`config.mk`:
```
export PLATFORM = sky130hd
export DESIGN_NAME = npc_ctrl
export DESIGN_NICKNAME = d
export VERILOG_FILES = /design/src/npc_pkg.sv /design/src/npc_ctrl.sv
export SDC_FILE = /design/constraint.sdc
export NUM_CORES = 1
export LEC_CHECK = 0
export BUFFER_PORTS_ARGS = -buffer_cell sky130_fd_sc_hd__buf_2
export CORE_UTILIZATION = 41
export CTS_CLUSTER_DIAMETER = 150
export DETAILED_ROUTE_END_ITERATION = 8
export GPL_TIMING_DRIVEN = 0
export PLACE_DENSITY = 0.69
export SYNTH_ARGS = -nofsm -noshare
export SYNTH_HDL_FRONTEND = slang
export SYNTH_SLANG_ARGS = --single-unit
```
`constraint.sdc`:
```
create_clock -name clk -period 3.35 [get_ports clk]
set_clock_uncertainty 0.1 [all_clocks]
set_input_delay 0.5025 -clock clk [delete_from_list [all_inputs] [get_ports clk]]
set_output_delay 0.5025 -clock clk [all_outputs]
set_load 0.02 [all_outputs]
```
`src/npc_pkg.sv`:
```
// Shared types, constants and distance helpers for the nearest palette color search.
// No dependencies; used by npc_ctrl, npc_dp and nearest_palette_color_l1.
`timescale 1ns / 1ps

package npc_pkg;

    localparam int PALETTE_DEPTH_DEF = 256;
    localparam int SEARCH_COUNT_DEF  = 255;

    localparam int COLOR_W = 24;
    localparam int INDEX_W = 8;
    localparam int CHAN_W  = 8;
    localparam int DIST_W  = 10;

    localparam logic REQ_LOAD  = 1'b0;
    localparam logic REQ_QUERY = 1'b1;

    typedef struct packed {
        logic start;
        logic wr_en;
        logic rd_en;
        logic load_out;
    } cmd_t;

    typedef struct packed {
        logic busy;
        logic out_free;
    } sts_t;

    function automatic logic [CHAN_W-1:0] chan_diff(
        input logic [CHAN_W-1:0] a,
        input logic [CHAN_W-1:0] b
    );
        return (a > b) ? (a - b) : (b - a);
    endfunction

    function automatic logic [DIST_W-1:0] color_distance(
        input logic [COLOR_W-1:0] p,
        input logic [COLOR_W-1:0] q
    );
        logic [DIST_W-1:0] dr;
        logic [DIST_W-1:0] dg;
        logic [DIST_W-1:0] db;
        dr = DIST_W'(chan_diff(p[7:0], q[7:0]));
        dg = DIST_W'(chan_diff(p[15:8], q[15:8]));
        db = DIST_W'(chan_diff(p[23:16], q[23:16]));
        return dr + dg + db;
    endfunction

endpackage

```
`src/npc_ctrl.sv`:
```
// Search controller: accepts transfers, sequences palette reads, hands off results.
// Depends on npc_pkg.
`timescale 1ns / 1ps

module npc_ctrl #(
    parameter int PALETTE_DEPTH = npc_pkg::PALETTE_DEPTH_DEF,
    parameter int SEARCH_COUNT  = npc_pkg::SEARCH_COUNT_DEF
) (
    input  logic                             clk,
    input  logic                             rst_n,
    input  logic                             s_valid,
    input  logic                             req_type,
    input  logic [npc_pkg::INDEX_W-1:0]      entry_index,
    output logic                             s_ready,
    output npc_pkg::cmd_t                    cmd,
    output logic [$clog2(PALETTE_DEPTH)-1:0] rd_addr,
    input  npc_pkg::sts_t                    sts
);

    localparam int ADDR_W     = $clog2(PALETTE_DEPTH);
    localparam int SEARCH_EFF = (SEARCH_COUNT < PALETTE_DEPTH) ? SEARCH_COUNT : PALETTE_DEPTH;

    localparam logic [1:0] ST_IDLE  = 2'd0;
    localparam logic [1:0] ST_SCAN  = 2'd1;
    localparam logic [1:0] ST_DRAIN = 2'd2;
    localparam logic [1:0] ST_DONE  = 2'd3;

    logic [1:0]        state_reg;
    logic [1:0]        state_next;
    logic [ADDR_W-1:0] cnt_reg;
    logic [ADDR_W-1:0] cnt_next;
    logic              in_range;

    assign s_ready  = (state_reg == ST_IDLE);
    assign in_range = ({1'b0, entry_index} < (npc_pkg::INDEX_W + 1)'(PALETTE_DEPTH));
    assign rd_addr  = cnt_reg;

    always_comb
    begin
        state_next   = state_reg;
        cnt_next     = cnt_reg;
        cmd.start    = 1'b0;
        cmd.wr_en    = 1'b0;
        cmd.rd_en    = 1'b0;
        cmd.load_out = 1'b0;
        unique case (state_reg)
            ST_IDLE:
            begin
                if (s_valid)
                begin
                    if (req_type == npc_pkg::REQ_QUERY)
                    begin
                        cmd.start  = 1'b1;
                        cnt_next   = '0;
                        state_next = ST_SCAN;
                    end
                    else
                    begin
                        cmd.wr_en = in_range;
                    end
                end
            end
            ST_SCAN:
            begin
                cmd.rd_en = 1'b1;
                if (cnt_reg == ADDR_W'(SEARCH_EFF - 1))
                begin
                    state_next = ST_DRAIN;
                end
                else
                begin
                    cnt_next = cnt_reg + 1'b1;
                end
            end
            ST_DRAIN:
            begin
                if (!sts.busy)
                begin
                    state_next = ST_DONE;
                end
            end
            ST_DONE:
            begin
                if (sts.out_free)
                begin
                    cmd.load_out = 1'b1;
                    state_next   = ST_IDLE;
                end
            end
        endcase
    end

    always_ff @(posedge clk or negedge rst_n)
    begin
        if (!rst_n)
        begin
            state_reg <= ST_IDLE;
            cnt_reg   <= '0;
        end
        else
        begin
            state_reg <= state_next;
            cnt_reg   <= cnt_next;
        end
    end

endmodule

```
After elaboration in Yosys (flattened, before gate mapping)
Index checks and enable logic that the tools add are counted. Widths: inputs -> output; s select.

Flip-flop bits (word level): 10. Bits of input ports: 14. Output and inout port bits: 13. Logic and storage cells: 34.

Add/sub/neg operators: 1. Equal/unequal tests: 10. Multiplexer cells: 17. Reduce and logical (&&, ||, !) cells: 4.

Operator list (number): $mux 8 (3); $pmux 8 s2 (1); $mux 2 (7); $ne 2x2->1 const B (6); $add 8x1->8 const B (1); $eq 8x8->1 const B (1); $pmux 2 s4 (1); $mux 1 (5); $reduce_and 5->1 (1); $eq 2x2->1 const B (2); $reduce_and 4->1 (1); $eq 2x1->1 const B (1); $logic_not 2->1 (1); $reduce_bool 2->1 (1).

Logic depth before layout (Yosys ltp)
Gate-level depths: netlist of the first run.

Depth after elaboration: 3. Mapped depth: 7. Gate-level depth less buffers: 6.

Worst setup path after synthesis of the first run
Ideal clock, no wire load.

Path kind: reg-to-reg. Start: register cnt_reg[0] (netlist: rd_addr[0]). End: register cnt_reg[5] (netlist: rd_addr[5]). Setup time: 126 ps. Data arrival time: 1756 ps. Required time: 3124 ps. Path slack: 1368 ps. Cell stages (with the launch flop): 7. Path buffers: 0. Clock period less this slack: 1982 ps. Cell sequence: dfrtp_1 > inv_1 > ha_1 > and4_4 > a311o_1 > and2_1 > a311o_1.

Cells in the longest elaborated chain, start to end: 3. Elaborated cells between the ends (all ways): 6. Classes of those cells: add/sub: 1; eq/ne: 2; mux: 2; reduce/logical: 1.

Ends and longest elaborated chain: start: declaration (line npc_ctrl.sv:30) `logic [ADDR_W-1:0] cnt_reg;`; start signal: assignment (line npc_ctrl.sv:103) `cnt_reg <= cnt_next;`; $add 8x1->8 / $eq 8x8->1 (equally long branches) (line npc_ctrl.sv:72, npc_ctrl.sv:66); $mux 8 / $ne 2x2->1 (equally long branches); $pmux 8 s2 / $reduce_and 4->1 (equally long branches).

Parallel ways exist; a longest one is shown, timed or not. The select of a mux whose other input is x is not followed. A chain may end at the register's enable or synchronous reset.

Final worst setup path of the first run
Start: register state_reg[1]. End: register cnt_reg[6] (netlist: rd_addr[6]).

Cells in the longest elaborated chain, start to end: 3. Elaborated cells between the ends (all ways): 8. Classes of those cells: eq/ne: 4; mux: 1; reduce/logical: 3.

Ends and longest elaborated chain: start: declaration (line npc_ctrl.sv:28) `logic [1:0] state_reg;`; start signal: assignment (line npc_ctrl.sv:102) `state_reg <= state_next;`; $eq 2x1->1 / $logic_not 2->1 (equally long branches) (line npc_ctrl.sv:46) `unique case (state_reg)`; $ne 2x2->1 (no source line) / $reduce_bool 2->1 (equally long branches); $reduce_and 4->1 (no source line).

Parallel ways exist; a longest one is shown, timed or not.

==> flow_metrics.py, run 1 <==
metrics = {
    "outcome": {
        "status": "complete, no violations",
    },
    "power_and_ir_drop": {
        "peakVddDrop_uv": 196,
        "p_seq_share_pct": 58.2,
        "p_switching_mw": 0.0425,
        "combPwrFrac_pct": 3.1,
        "powerDensity_nw_per_um2": 253,
        "p_int_mw": 0.165,
        "sw_frac_of_total_pct": 20.5,
        "p_leak_nw": 0.395,
        "clock_power_share_pct": 38.7,
    },
    "sta": {
        "fin_crit_sh_pct": 60.1,
        "drv_slew": 0,
        "finalCriticalPeriod_ps": 2010,
        "hold_viol": 0,
        "tightest_slew_ps": 296,
        "rsz0062_at_grt": "false",
        "fmax_mhz": 497,
        "fin_setup_tns_ps": 0,
        "slew_headroom_pct": 80.3,
        "whs_ps": 458,
        "setup_viol": 0,
    },
    "worst_setup_path": {
        "path_buf_inv": 2,
        "cp_cell_sequence": "inv_1 -> ha_1 -> nor2_1 -> a311o_1 -> buf_6 -> o21bai_1 -> a21o_1",
        "worst_setup_path_start_kind": "flip-flop",
        "cp.required_ps": 3400,
        "crit_type": "reg2reg",
        "r2r-end": "rd_addr[6]",
        "reg2reg_slack_ps": 1340,
        "path_delay_family": "compound AO/OA/AOI/OAI gates",
        "rr_startpoint": "state_reg[1]",
        "crit_path_end_kind": "flip-flop",
        "slowest_stage": "dfrtp_1",
        "ff2ff_path_depth": 7,
        "arrival_ps": 2060,
        "critical_path.max_stage_delay_ps": 410,
        "crit_fanout": 10,
    },
    "global_route": {
        "grt_usage_pct": 18.0,
        "grt_pass1_wl_um": 2390,
        "grt_max_degree": 11,
        "grt_overflow": 0,
        "antenna_found_initial": 0,
        "grt_pass1_vias": 559,
    },
    "clocking": {
        "cts_resized": 0,
        "cts_num_sinks": 10,
        "cts_root_buf": "clkbuf_4",
        "clk_pin_slew_worst_paths_ps": 60,
        "clock_latency_ps": 270,
        "tritoncts": "done",
        "cts_buffer_depth": 2,
        "htree_levels": 1,
        "cts_buffers": 3,
    },
    "logic_synthesis": {
        "synth_top_area_share_pct": 37.0,
        "yosysWarnings": 0,
        "synth_area_leaders": "dfrtp_1, ha_1, nand2_1",
        "yosys.area.top_type": "dfrtp_1",
        "async_flop_share_pct": 100,
        "ys_types": 34,
        "syn_nets": 90,
        "netlist_area_um2": 677,
        "synth-edff-count": 0,
        "postSynthCellCount": 69,
        "synth_ff_type": "dfrtp_1",
        "synth_area_per_cell_um2": 9.81,
        "yosys_register_bits": 10,
        "yosysSeqAreaShare_pct": 37.0,
    },
    "finish": {
        "num_antenna_cells": 0,
        "multiInputGateArea_um2": 400,
        "seqCellArea_um2": 250,
        "largest_reg_flops": 8,
        "drive_gt1_share_pct": 30.8,
        "nFillCells": 139,
        "area_growth_pct": 21.1,
        "nets": 114,
    },
    "route": {
        "wl_per_cell_um": 12.3,
        "drtPass1Iterations": 4,
        "ant_nets": 0,
        "drc": 0,
        "drtIter0Drc": 4,
        "vias_per_cell": 5.59,
        "vias": 598,
        "routed_wl_um": 1320,
    },
    "run": {
        "maxCapViolCount": 0,
    },
    "hold_path": {
        "hold_class": "reg2reg",
        "min_path_cells": 1,
        "hp-start": "state_reg[1]",
        "min_to": "state_reg[1]",
    },
    "die": {
        "rows": 14,
        "start_util_pct": 44.4,
        "core_area_um2": 1520,
        "fp.dieH_um": 42.6,
        "design.die.area_um2": 1820,
        "io_pins": 27,
        "dieWidth_um": 42.6,
    },
    "placement": {
        "gp_congestion": 0.811,
        "io_buffers": 18,
        "dpl.hpwl_um": 1030,
    },
}
routing by layer:
| metal | GRT usage [%] | vias up | wire (um) |
|---|---|---|---|
| li1 | - | 302 | - |
| met1 | 22.2 | 271 | 621 |
| met2 | 27.3 | 21 | 591 |
| met3 | 5.17 | 4 | 68 |
| met4 | 11.3 | 0 | 36 |
| met5 | 0 | - | 0 |
cell type report:
cell class,instances,share of cell area (%)
Clock buffer,3,2.75
Timing Repair Buffer,19,12.2
Sequential cell,10,30.5
Multi-Input combinational cell,54,48.9
Inverter,4,1.83
Tap cell,16,2.44
Buffer,1,1.37
synth_stat cells (2+ instances only):
cell and count:
a311o_1 2, o211ai_1 2, ha_1 7, o21ai_1 2
o21ai_0 2, nand2_1 6, and2_1 3, nor2_1 5
nand3_1 4, inv_1 3, dfrtp_1 10
cells in the final DEF, fill, tap and decap left out, types with 2 or more instances in the layout:
cell      instances
a311o_1           2
and2_1            3
buf_2            18
clkbuf_4          3
dfrtp_1          10
ha_1              7
inv_1             3
nand2_1           6
nand3_1           4
nor2_1            5
o211ai_1          2
o21ai_0           2
o21ai_1           2
power groups by stage:
| stage | Sequential, mW | Combinational (mW) | Clock, mW |
|---|---|---|---|
| global route | 0.121 | 0.00745 | 0.0909 |
| floorplan | 0.123 | 0.0000488 | 0 |
| CTS | 0.121 | 0.00673 | 0.0843 |
| finish | 0.121 | 0.00644 | 0.0803 |
| detailed placement | 0.123 | 0.00585 | 0 |
| global placement | 0.123 | 0.00565 | 0 |
worst max-delay path by stage:
stage	start	end	slack (ps)	depth (start not counted)
6_report	state_reg[1]	rd_addr[6]	1340	7
3_3_place_gp	state_reg[1]	rd_addr[5]	1380	6
5_1_grt	state_reg[1]	rd_addr[6]	1230	7
2_1_floorplan	rd_addr[0]	rd_addr[5]	1370	6
4_1_cts	state_reg[1]	rd_addr[6]	1330	7
3_5_place_dp	state_reg[1]	rd_addr[6]	1330	7
cells by family after synthesis:
family          synth area share, %
simple gates                   22.9
mux                            3.14
buf+inv                        3.88
flops                          37.0
fa+ha+maj                      12.9
compound gates                 20.1
per-stage QoR:
stage / total power [mW] / cells / utilization, % / setup WS [ps] / cell area [um^2]
6_report: 0.208 / 107 / 53.8 / 1340 / 820
5_1_grt: 0.219 / 107 / 53.8 / 1230 / 820
4_1_cts: 0.212 / 107 / 53.8 / 1330 / 820
3_5_place_dp: 0.129 / 103 / 51.6 / 1330 / 787
3_3_place_gp: 0.129 / 103 / 51.6 / 1380 / 787
2_1_floorplan: 0.123 / 69 / - / 1370 / 677
what timing repair did:
action                     4_1_cts  5_1_grt
hold buffers                     1        0
setup buffers                    0        0
hold endpoints to repair        10        0
setup endpoints to repair        0        0
No activity file was read; power rests on OpenSTA's default activity.
==> inputs of run 2 (changes only) <==
--- a/config.mk
+++ b/config.mk
@@ -10,7 +10,7 @@
 export CTS_CLUSTER_DIAMETER = 150
 export DETAILED_ROUTE_END_ITERATION = 8
 export GPL_TIMING_DRIVEN = 0
-export PLACE_DENSITY = 0.69
+export PLACE_DENSITY = 0.72
 export SYNTH_ARGS = -nofsm -noshare
 export SYNTH_HDL_FRONTEND = slang
 export SYNTH_SLANG_ARGS = --single-unit
==> constraint.sdc (replaced) <==
create_clock -name clk -period 1.85 [get_ports clk]
set_clock_uncertainty 0.1 [all_clocks]
set_input_delay 0.2775 -clock clk [delete_from_list [all_inputs] [get_ports clk]]
set_output_delay 0.2775 -clock clk [all_outputs]
set_load 0.02 [all_outputs]
==> run 2 against run 1 <==
Non-clock buffer count rose by 7; register-to-register slack got worse by 1300 ps; power grew 110%; clock power rose to 2.6 times the previous value; combinational power grew 86%; critical endpoint is now rd_addr[5].
==> flow_metrics.py, run 2 (synthesis gave the netlist of run 1 again) <==
metrics = {
    "outcome": {
        "status": "complete, no violations",
    },
    "global_route": {
        "grt_pass1_wl_um": 2280,
        "grt_overflow": 0,
        "grt_usage_pct": 17.0,
        "grt_max_degree": 11,
        "grt_pass1_vias": 507,
        "antenna_found_initial": 0,
    },
    "power_and_ir_drop": {
        "p_seq_share_pct": 50.2,
        "p_switching_mw": 0.0919,
        "clock_power_share_pct": 47.1,
        "powerDensity_nw_per_um2": 476,
        "p_leak_nw": 0.433,
        "sw_frac_of_total_pct": 21.1,
        "combPwrFrac_pct": 2.8,
        "p_int_mw": 0.344,
        "peakVddDrop_uv": 335,
    },
    "finish": {
        "num_antenna_cells": 0,
        "area_growth_pct": 35.3,
        "largest_reg_flops": 8,
        "nets": 121,
        "drive_gt1_share_pct": 43.4,
        "final_common_cell": "buf_2",
        "layout_common_cells": "buf_2, dfrtp_1, buf_4, nand2_1",
    },
    "sta": {
        "slew_headroom_pct": 84.7,
        "worst_slack_ps": 82.4,
        "finalCriticalPeriod_ps": 1770,
        "tightest_slew_ps": 228,
        "hold_viol": 0,
        "setup_viol": 0,
        "drv_slew": 0,
        "fmax_mhz": 566,
        "rsz0062_at_grt": "false",
        "fin_crit_sh_pct": 95.5,
        "fin_setup_tns_ps": 0,
    },
    "worst_setup_path": {
        "cp.required_ps": 1920,
        "arrival_ps": 1840,
        "worstSetupEndpoint": "rd_addr[5]",
        "ff2ff_path_depth": 6,
        "cp-startpoint": "state_reg[1]",
        "worst_setup_path_start_kind": "flip-flop",
        "crit_path_end_kind": "flip-flop",
        "crit_fanout": 4,
        "crit_type": "reg2reg",
        "r2r-end": "rd_addr[5]",
        "rr_startpoint": "state_reg[1]",
        "reg2reg_slack_ps": 80,
    },
    "route": {
        "ant_nets": 0,
        "drtPass1Iterations": 4,
        "wl_per_cell_um": 12.7,
        "drtIter0Drc": 11,
        "drc": 0,
        "vias_per_cell": 5.52,
        "routed_wl_um": 1460,
        "vias": 635,
    },
    "die": {
        "start_util_pct": 44.4,
        "fp.dieH_um": 42.6,
        "core_area_um2": 1520,
        "io_pins": 27,
        "rows": 14,
        "design.die.area_um2": 1820,
        "dieWidth_um": 42.6,
    },
    "clocking": {
        "clk_pin_slew_worst_paths_ps": 70,
        "cts_root_buf": "clkbuf_4",
        "cts_num_sinks": 10,
        "tritoncts": "done",
        "cts_buffers": 3,
        "cts_buffer_depth": 2,
        "clock_latency_ps": 280,
        "htree_levels": 1,
    },
    "placement": {
        "io_buffers": 18,
        "dpl.hpwl_um": 1040,
        "dp_slack_ps": -53.2,
        "gp_congestion": 0.732,
    },
    "run": {
        "maxCapViolCount": 0,
    },
    "hold_path": {
        "hold_class": "in2async",
    },
}
## run 2: changes by cell type in the layout (fill, tap and decap cells not counted), sizes merged
cell    before  now
clkbuf       3    4
buf         19   26
## run 2: per-stage QoR
| stage | instance area (um^2) | total power [mW] | hold WS (ps) | utilization (%) | std cells |
|---|---|---|---|---|---|
| finish | 916 | 0.436 | 281 | 60.1 | 115 |
| global route | 916 | 0.452 | 301 | 60.1 | 115 |
| CTS | 876 | 0.436 | 276 | 57.5 | 110 |
| detailed placement | 815 | 0.233 | 52.8 | 53.4 | 103 |
| global placement | 815 | 0.233 | 51.0 | 53.4 | 103 |
| floorplan | 704 | 0.223 | -118 | - | 69 |
## run 2: power groups by stage
stage / sequential [mW] / combinational, mW / clock, mW
finish: 0.218 / 0.0120 / 0.205
global route: 0.218 / 0.0140 / 0.220
CTS: 0.218 / 0.0124 / 0.205
detailed placement: 0.223 / 0.0107 / 0
global placement: 0.223 / 0.0102 / 0
floorplan: 0.223 / 0.0000883 / 0
## run 2: final cells by class
cell class	count	area, um^2
timing repair buffer	26	153
buffer	1	11.3
sequential	10	253
clock buffer	4	36.3
inverter	4	17.5
multi-input combinational	54	425
fill	128	608
tap	16	20.0
## run 2: worst min path at each step
stage,end,cells past startpoint,startpoint
after floorplan,rd_addr[0],0,rst_n
after global placement,rd_addr[4],1,rst_n
after detailed placement,rd_addr[4],1,rst_n
after CTS,state_reg[0],3,sts[1]
after global routing,state_reg[1],3,sts[1]
final,rd_addr[4],2,rst_n
## run 2: what timing repair did
item                                    4_1_cts  5_1_grt
hold buffers                                  1        0
buffers inserted                              2        5
pin swaps                                     0        3
endpoints found under the setup margin        4        4
endpoints found under the hold margin        10        0
gates resized for setup                       1        2
## run 2: worst max-delay path: stages (launching register included)
cell	delay, ps
dfrtp_1	390
inv_2	120
ha_4	180
nor2_1	50
a311o_1	350
and2_1	170
a311o_1	300
## run 2: per-layer routing
metal / GRT usage [%] / wire (um)
met1: 22.0 / 651
met4: 3.75 / 40
met5: 0 / 0
met2: 25.8 / 717
met3: 7.76 / 53
==> inputs of run 3 (changes only) <==
--- a/config.mk
+++ b/config.mk
@@ -6,11 +6,13 @@
 export NUM_CORES = 1
 export LEC_CHECK = 0
 export BUFFER_PORTS_ARGS = -buffer_cell sky130_fd_sc_hd__buf_2
+export CORE_ASPECT_RATIO = 1.2
 export CORE_UTILIZATION = 41
 export CTS_CLUSTER_DIAMETER = 150
 export DETAILED_ROUTE_END_ITERATION = 8
 export GPL_TIMING_DRIVEN = 0
 export PLACE_DENSITY = 0.72
+export SLEW_MARGIN = 20
 export SYNTH_ARGS = -nofsm -noshare
 export SYNTH_HDL_FRONTEND = slang
 export SYNTH_SLANG_ARGS = --single-unit
==> run 3 against run 2 <==
Worst setup slack worse by 77 ps; clock-buffer cell count unchanged; cell area up 3.0%; largest cell class unchanged; core utilization up 3.5 points; combinational power up 11%; via count up 1.4%; first-iteration DRC count up 9.1%; final cell count up 0.87%; register-to-register slack worse by 80 ps.
==> flow_metrics.py, run 3 (synthesis gave the netlist of run 1 again) <==
metrics = {
    "route": {
        "drc": 0,
        "drtPass1Iterations": 4,
        "drtIter0Drc": 12,
        "ant_nets": 0,
        "vias_per_cell": 5.55,
        "wl_per_cell_um": 13.4,
        "routed_wl_um": 1550,
        "vias": 644,
    },
    "clocking": {
        "tritoncts": "done",
        "cts_buffer_depth": 2,
        "cts_buffers": 3,
        "clock_latency_ps": 260,
        "clk_pin_slew_worst_paths_ps": 80,
        "cts_num_sinks": 10,
        "cts_root_buf": "clkbuf_4",
        "htree_levels": 1,
    },
    "die": {
        "design.die.area_um2": 1820,
        "start_util_pct": 45.7,
        "fp.dieH_um": 46.5,
        "dieWidth_um": 39.1,
        "core_area_um2": 1480,
        "io_pins": 27,
        "rows": 15,
    },
    "sta": {
        "finalCriticalPeriod_ps": 1840,
        "setup_viol": 0,
        "tightest_slew_ps": 227,
        "hold_viol": 0,
        "drv_slew": 0,
        "rsz0062_at_grt": "true",
        "worst_slack_ps": 5.82,
        "slew_headroom_pct": 84.7,
        "fmax_mhz": 542,
        "fin_crit_sh_pct": 99.7,
    },
    "worst_setup_path": {
        "reg2reg_slack_ps": 6,
        "crit_path_end_kind": "flip-flop",
        "cp.required_ps": 1890,
        "rr_startpoint": "state_reg[0]",
        "ff2ff_path_depth": 8,
        "arrival_ps": 1890,
        "worst_setup_path_start_kind": "flip-flop",
        "crit_type": "reg2reg",
        "critical_path.max_stage_delay_ps": 380,
        "crit_fanout": 6,
        "path_delay_family": "compound AO/OA/AOI/OAI gates",
        "cp_cell_sequence": "inv_1 -> ha_4 -> buf_4 -> nor2_1 -> a311o_1 -> buf_6 -> o21bai_1 -> a21o_1",
        "path_buf_inv": 3,
        "r2r-end": "rd_addr[6]",
        "slowest_stage": "dfrtp_1",
    },
    "placement": {
        "dp_slack_ps": -66.9,
        "dpl.hpwl_um": 1040,
        "io_buffers": 18,
        "placed_cell_area_um2": 816,
        "gp_congestion": 0.744,
    },
    "finish": {
        "drive_gt1_share_pct": 46.5,
        "num_antenna_cells": 0,
        "fin_area_um2": 943,
        "final_common_cell": "buf_2",
        "area_growth_pct": 39.4,
        "final_util_pct": 63.6,
        "nets": 121,
        "largest_reg_flops": 8,
        "layout_common_cells": "buf_2, dfrtp_1, nand2_1, buf_4, nor2_1",
    },
    "run": {
        "maxCapViolCount": 0,
    },
    "power_and_ir_drop": {
        "powerDensity_nw_per_um2": 412,
        "peakVddDrop_uv": 391,
        "p_leak_nw": 0.437,
    },
    "global_route": {
        "antenna_found_initial": 0,
        "grt_pass1_wl_um": 2240,
        "grt_usage_pct": 18.1,
        "grt_pass1_vias": 538,
        "grt_max_degree": 11,
        "grt_overflow": 0,
    },
    "outcome": {
        "status": "complete, no violations",
    },
    "hold_path": {
        "hold_class": "in2async",
    },
}
[run 3: cell type report]
| type | instances | area (um^2) |
|---|---|---|
| Fill cell | 125 | 539 |
| Multi-Input combinational cell | 54 | 460 |
| Sequential cell | 10 | 253 |
| Timing Repair Buffer | 26 | 156 |
| Clock buffer | 4 | 26.3 |
| Tap cell | 17 | 21.3 |
| Inverter | 4 | 15.0 |
| Buffer | 1 | 11.3 |
[run 3: what timing repair did]
item | 4_1_cts | 5_1_grt
hold buffers | 1 | 0
buffers inserted | 2 | 5
resized for setup | 1 | 10
pin swaps | 0 | 8
endpoints found under the setup margin | 4 | 3
hold endpoints to repair | 10 | 0
[run 3: power breakdown]
part / internal [mW] / switching [mW] / total, mW
sequential: 0.218 / 0 / 0.218
clock: 0.0829 / 0.0736 / 0.157
combinational: 0.00522 / 0.00803 / 0.0133
[run 3: worst max-delay path by stage]
stage	start	to	slack [ps]	cells after the start
after floorplan	state_reg[0]	rd_addr[5]	7	6
after global placement	state_reg[0]	rd_addr[5]	-40	6
after detailed placement	state_reg[0]	rd_addr[5]	-70	6
after CTS	rd_addr[1]	rd_addr[5]	4	5
after global routing	state_reg[0]	rd_addr[6]	-70	8
final	state_reg[0]	rd_addr[6]	6	8
[run 3: layer usage]
metal,GRT usage [%],share of wire [%]
met4,6.21,1.9
met2,28.7,47
met1,23.8,46
met5,0,0
met3,4.35,4.8
[run 3: worst reg2reg max path, delay by kind of cell (launching register included)]
kind | cells | cell delay [ps]
and+or+nand+nor | 1 | 40
buffers and inverters | 3 | 440
adders and majority gates | 1 | 180
DFF | 1 | 380
AOI/OAI and AO/OA | 3 | 610
[run 3: through the flow]
step | power [mW] | hold WS, ps | std cells | TNS [ps]
2_1_floorplan | 0.223 | -118 | 69 | 0
3_3_place_gp | 0.233 | 56.2 | 104 | -84.1
3_5_place_dp | 0.233 | 56.5 | 104 | -189
4_1_cts | 0.393 | 279 | 111 | 0
5_1_grt | 0.411 | 342 | 116 | -264
6_report | 0.388 | 299 | 116 | 0
